**config.mk**
```make
export PLATFORM = sky130hd
export DESIGN_NAME = rpc_div_lane
export DESIGN_NICKNAME = d
export VERILOG_FILES = /design/src/rtl/core/rpc_pkg.sv /design/src/rtl/core/rpc_div_lane.sv
export SDC_FILE = /design/constraint.sdc
export NUM_CORES = 1
export LEC_CHECK = 0
export ABC_CLOCK_PERIOD_IN_PS = 7300
export BUFFER_PORTS_ARGS = -buffer_cell sky130_fd_sc_hd__clkbuf_2
export CORE_MARGIN = 10
export CORE_UTILIZATION = 40
export DETAILED_ROUTE_END_ITERATION = 6
export PLACE_DENSITY = 0.62
export SLEW_MARGIN = 20
export SYNTH_ARGS = -nofsm -noshare
export SYNTH_HDL_FRONTEND = slang
export SYNTH_SLANG_ARGS = --single-unit
```
**constraint.sdc**
```tcl
create_clock -name clk -period 7.3 [get_ports clk]
set_input_delay 0 -clock clk [delete_from_list [all_inputs] [get_ports clk]]
set_output_delay 0 -clock clk [all_outputs]
set_load 0.01 [all_outputs]
```
**src/rtl/core/rpc_pkg.sv**
```systemverilog
`timescale 1ns / 1ps
package rpc_pkg;
	localparam int FRAC_BITS = 24;
	localparam int NUM_W = ((FRAC_BITS + 33 > 65) ? FRAC_BITS + 33 : 65) + 3;
	localparam int DEN_W = ((2 * FRAC_BITS + 2 > 65) ? 2 * FRAC_BITS + 2 : 65) + 3;
	localparam int QUO_W = 36;
	localparam int REM_W = DEN_W + QUO_W;
	localparam int BITS_PER_STAGE = 2;
	localparam int DIV_STAGES = QUO_W / BITS_PER_STAGE;

	typedef enum logic {
		OP_COMPOSE  = 1'b0,
		OP_RELATIVE = 1'b1
	} op_t;

	typedef struct packed {
		logic               neg;
		logic               ovf;
		logic [DEN_W-1:0]   den;
		logic [REM_W-1:0]   rem;
		logic [QUO_W-1:0]   quo;
	} div_lane_t;

	typedef struct packed {
		logic             singular;
		logic [DEN_W-1:0] den;
	} ctl_t;
endpackage

```
**src/rtl/core/rpc_div_lane.sv**
```systemverilog
`timescale 1ns / 1ps
module rpc_div_lane (
	input  logic                  clk,
	input  logic                  en,
	input  rpc_pkg::div_lane_t    din,
	output rpc_pkg::div_lane_t    dout
);
	import rpc_pkg::*;

	div_lane_t nxt;
	logic [DEN_W:0] trial;
	logic [REM_W-1:0] r;

	always_comb begin
		nxt = din;
		r = din.rem;
		trial = '0;
		for (int b = 0; b < BITS_PER_STAGE; b++) begin
			r = {r[REM_W-2:0], 1'b0};
			trial = {1'b0, r[REM_W-1 -: DEN_W]} - {1'b0, din.den};
			nxt.quo = {nxt.quo[QUO_W-2:0], ~trial[DEN_W]};
			if (!trial[DEN_W]) begin
				r[REM_W-1 -: DEN_W] = trial[DEN_W-1:0];
			end
		end
		nxt.rem = r;
	end

	always_ff @(posedge clk) begin
		if (en) begin
			dout <= nxt;
		end
	end
endmodule

```
* After elaboration in Yosys (flattened, before gate mapping)
Cells that the tools add are included.
Storage, ports and cells: register bits after elaboration 208, input bits 212, output and inout port bits 210, word-level logic and storage cells 11
Cells by class: $add $sub $neg 2, muxes and demuxes 2, bitwise operators 2
Operators with widths (count):
- 68-bit by 68-bit subtractor with 69-bit output | 2
- 68-bit two-way mux | 1
- 67-bit two-way mux | 1
- 1-bit inverter | 2

* Logic depth before layout (Yosys ltp)
depth in word-level cells 4, mapped depth 30, depth with buffers taken out 25

* Worst setup path before layout
Ideal clock, no wire load.
path kind in2reg, from input port din[71] in the netlist's numbering, to register dout[122] in the netlist's numbering (data pin), setup time 262 ps, arrival time 5298 ps, data required time 7038 ps, path slack 1740 ps, stages on the path 27, buffers on the path 4, cells stage by stage inv_1 -> ha_1 -> inv_1 -> fa_1 -> a211oi_1 -> o21ai_1 -> o211ai_1 -> a21oi_1 -> a211oi_2 -> nor2_1 -> a41oi_2 -> buf_4 -> buf_2 -> mux2_1 -> ha_1 -> and4_1 -> and3_1 -> o21a_1 -> o311ai_1 -> a311oi_1 -> o41ai_2 -> a21oi_1 -> nor2_2 -> inv_2 -> buf_6 -> buf_4 -> mux2_1
RTL lines:
- start, declared | line rpc_div_lane.sv:5 | input rpc_pkg::div_lane_t din,
- end signal, assigned | line rpc_div_lane.sv:31 | dout <= nxt;
- end, declared | line rpc_div_lane.sv:6 | output rpc_pkg::div_lane_t dout

==> flow_summary.toml <==
[outcome]
status = "finished, final reports clean"

[timing]
layout_setup_ws_ps = 370
drv_slew = 0
worst_slew_pin_slew_ps = 994
fin_crit_sh_pct = 94.9
rsz0062_at_grt = "false"
period_needed_ps = 6930
tns_ps = 0
setup_viol = 0
hold_viol = 0
hold_ws_ps = 16.0
timing.fmax_ghz = 0.144
slew_headroom_pct = 33.7

[critical_path]
arrival_ps = 7220
end_kind = "register"
crit_path_start_kind = "primary input"
crit_start = "din[140]"
crit_path_max_incr_delay_ps = 560
crit_path_max_fanout = 49
cp.required_ps = 7590
endpoint = "dout[108]"
cp_slowest_cell = "a311oi_1"
crit_type = "primary input to register"

[drt]
postRouteAntennaNets = 0
via_per_inst = 5.53
drt-pass1-iter-count = 6
via_count = 15874
post_drt_wl_per_cell_um = 21.6
drt-initial-drc-count = 1496
drcViolationCount = 0
routed_wl_um = 62000

[yosys]
synthCells = 1751
ys.flop_type = "edfxtp_1"
syn_area_um2 = 16300
synth-seq-cells = 208
ys_seq_area_share_pct = 38.3
syn_avg_cell_area_um2 = 9.31
synth-edff-count = 208
synth.distinct_cells = 81
async_reset_ff_share_pct = 0
ys.warnings.count = 0

[grt]
grt.overflow.total = 0
grt_pass1_wl_um = 94700
grtUsageTotal_pct = 24.0
antenna_found_initial = 0
grt_max_degree = 79
grt_pass1_vias = 15703

[final_layout]
final_cell_mix = "clkbuf_2, edfxtp_1, a21oi_1, dlygate4sd3_1, nand2_1"
layout.nets = 2677
largest_register = "dout"
fillCellCount = 3623
syn2layout_area_growth_pct = 32.3
final_common_cell = "clkbuf_2"
largest_reg_flops = 208
final_cells = 2869
drive_gt1_share_pct = 23.0
reg_top3 = "dout x208"

[floorplan]
die_w_um = 222
die-height_um = 222
rows = 73
die_area_um2 = 49300
ios = 422
initial_core_util_pct = 40.8
core-area_um2 = 40000

[min_path]
hold_class = "primary input to register"

[run]
cap_viol_max_count = 0

[clocking]
tritoncts = "built"
cts.sinks = 208
clk_pin_slew_ps = 60
cts_made_buffers = 24
clock_path_buffers = 3
htreeDepth = 1
cts-root-buf = "clkbuf_16"

[placement]
dp_hpwl_um = 49000
io_buffers = 416
dp_cells = 2643
place_ws_ps = 394
gp_congestion = 0.962

[power_and_ir_drop]
power_w = 0.00498
ir_worst_vdd_mv = 0.162
power_density_nw_per_um2 = 231
p_leak_nw = 9.53
## cell usage after synthesis, drive strengths merged, types with 28 or more instances
| master | count | area share, % |
|---|---|---|
| edfxtp | 208 | 38 |
| a21o | 61 | 2.8 |
| mux2 | 61 | 4.2 |
| buf | 28 | 0.97 |
| xnor2 | 75 | 4.0 |
| a21oi | 189 | 5.8 |
| ha | 136 | 10 |
| xor2 | 44 | 2.4 |
| nand2 | 171 | 3.9 |
| nor2 | 118 | 2.7 |
| o21bai | 28 | 1.3 |
| nand4 | 41 | 1.6 |
| clkbuf | 49 | 1.1 |
| inv | 112 | 2.6 |
| o21ai | 131 | 4.0 |
## area by class of cell
class	instances	area, um^2	area share [%]
Clock buffer	26	608	2.82
Inverter	112	420	1.95
Timing Repair Buffer	626	4180	19.4
Antenna cell	1	2.50	0.0116
Sequential cell	208	6250	28.9
Tap cell	525	657	3.04
Clock inverter	16	143	0.661
Multi-Input combinational cell	1355	9320	43.2
## kinds of logic (layout without fill, tap and decap cells)
logic type,after synthesis,in the layout,synth area share [%]
AO/OA/AOI/OAI,571,571,22.2
XOR/XNOR,119,119,6.39
adder cells (fa/ha/maj),138,138,10.7
buffers and inverters,189,780,4.68
flip-flops,208,208,38.3
multiplexers,66,66,4.54
other,1,3,0.0230
AND/OR/NAND/NOR,459,459,13.1
## routing by layer
| layer | up-vias | share of wire [%] | GRT usage (%) |
|---|---|---|---|
| met5 | - | 0 | 0 |
| met4 | 0 | 1.7 | 3.96 |
| met3 | 46 | 6.8 | 4.23 |
| met2 | 627 | 47 | 40.2 |
| met1 | 7538 | 44 | 32.1 |
| li1 | 7663 | - | - |
## report_power, final
group	internal (W)	switching, W	total (W)
registers	0.00154	0.0000572	0.00159
logic	0.000894	0.00132	0.00222
clock network	0.000671	0.000500	0.00117
total	0.00310	0.00188	0.00498
## stage by stage
stage          utilization (%)  instance area [um^2]
2_1_floorplan                -                 16300
3_3_place_gp              47.5                 19000
3_5_place_dp              47.5                 19000
4_1_cts                   53.9                 21600
5_1_grt                   53.9                 21600
6_report                  53.9                 21600
## worst min-delay path by stage
stage / startpoint / slack (ps) / depth (start not counted) / end
3_3_place_gp: din[54] / 180 / 1 / dout[56]
4_1_cts: din[85] / 0.2 / 4 / dout[87]
5_1_grt: din[83] / 10 / 4 / dout[85]
3_5_place_dp: din[26] / 180 / 1 / dout[28]
2_1_floorplan: din[8] / 100 / 0 / dout[10]
6_report: din[136] / 20 / 4 / dout[138]
## worst max-delay path: cells and delay by family
family	cells	cell delay [ps]
buffers and inverters	7	1640
adders and majority gates	3	990
and+or+nand+nor	5	850
AOI/OAI and AO/OA	10	2860
muxes	2	780
## timing repair
item	4_1_cts	5_1_grt
resized for setup	0	1
hold endpoints to repair	246	0
setup endpoints to repair	0	32
buffers inserted	0	0
hold buffers	183	0
Power figures use the tool's default switching activity.
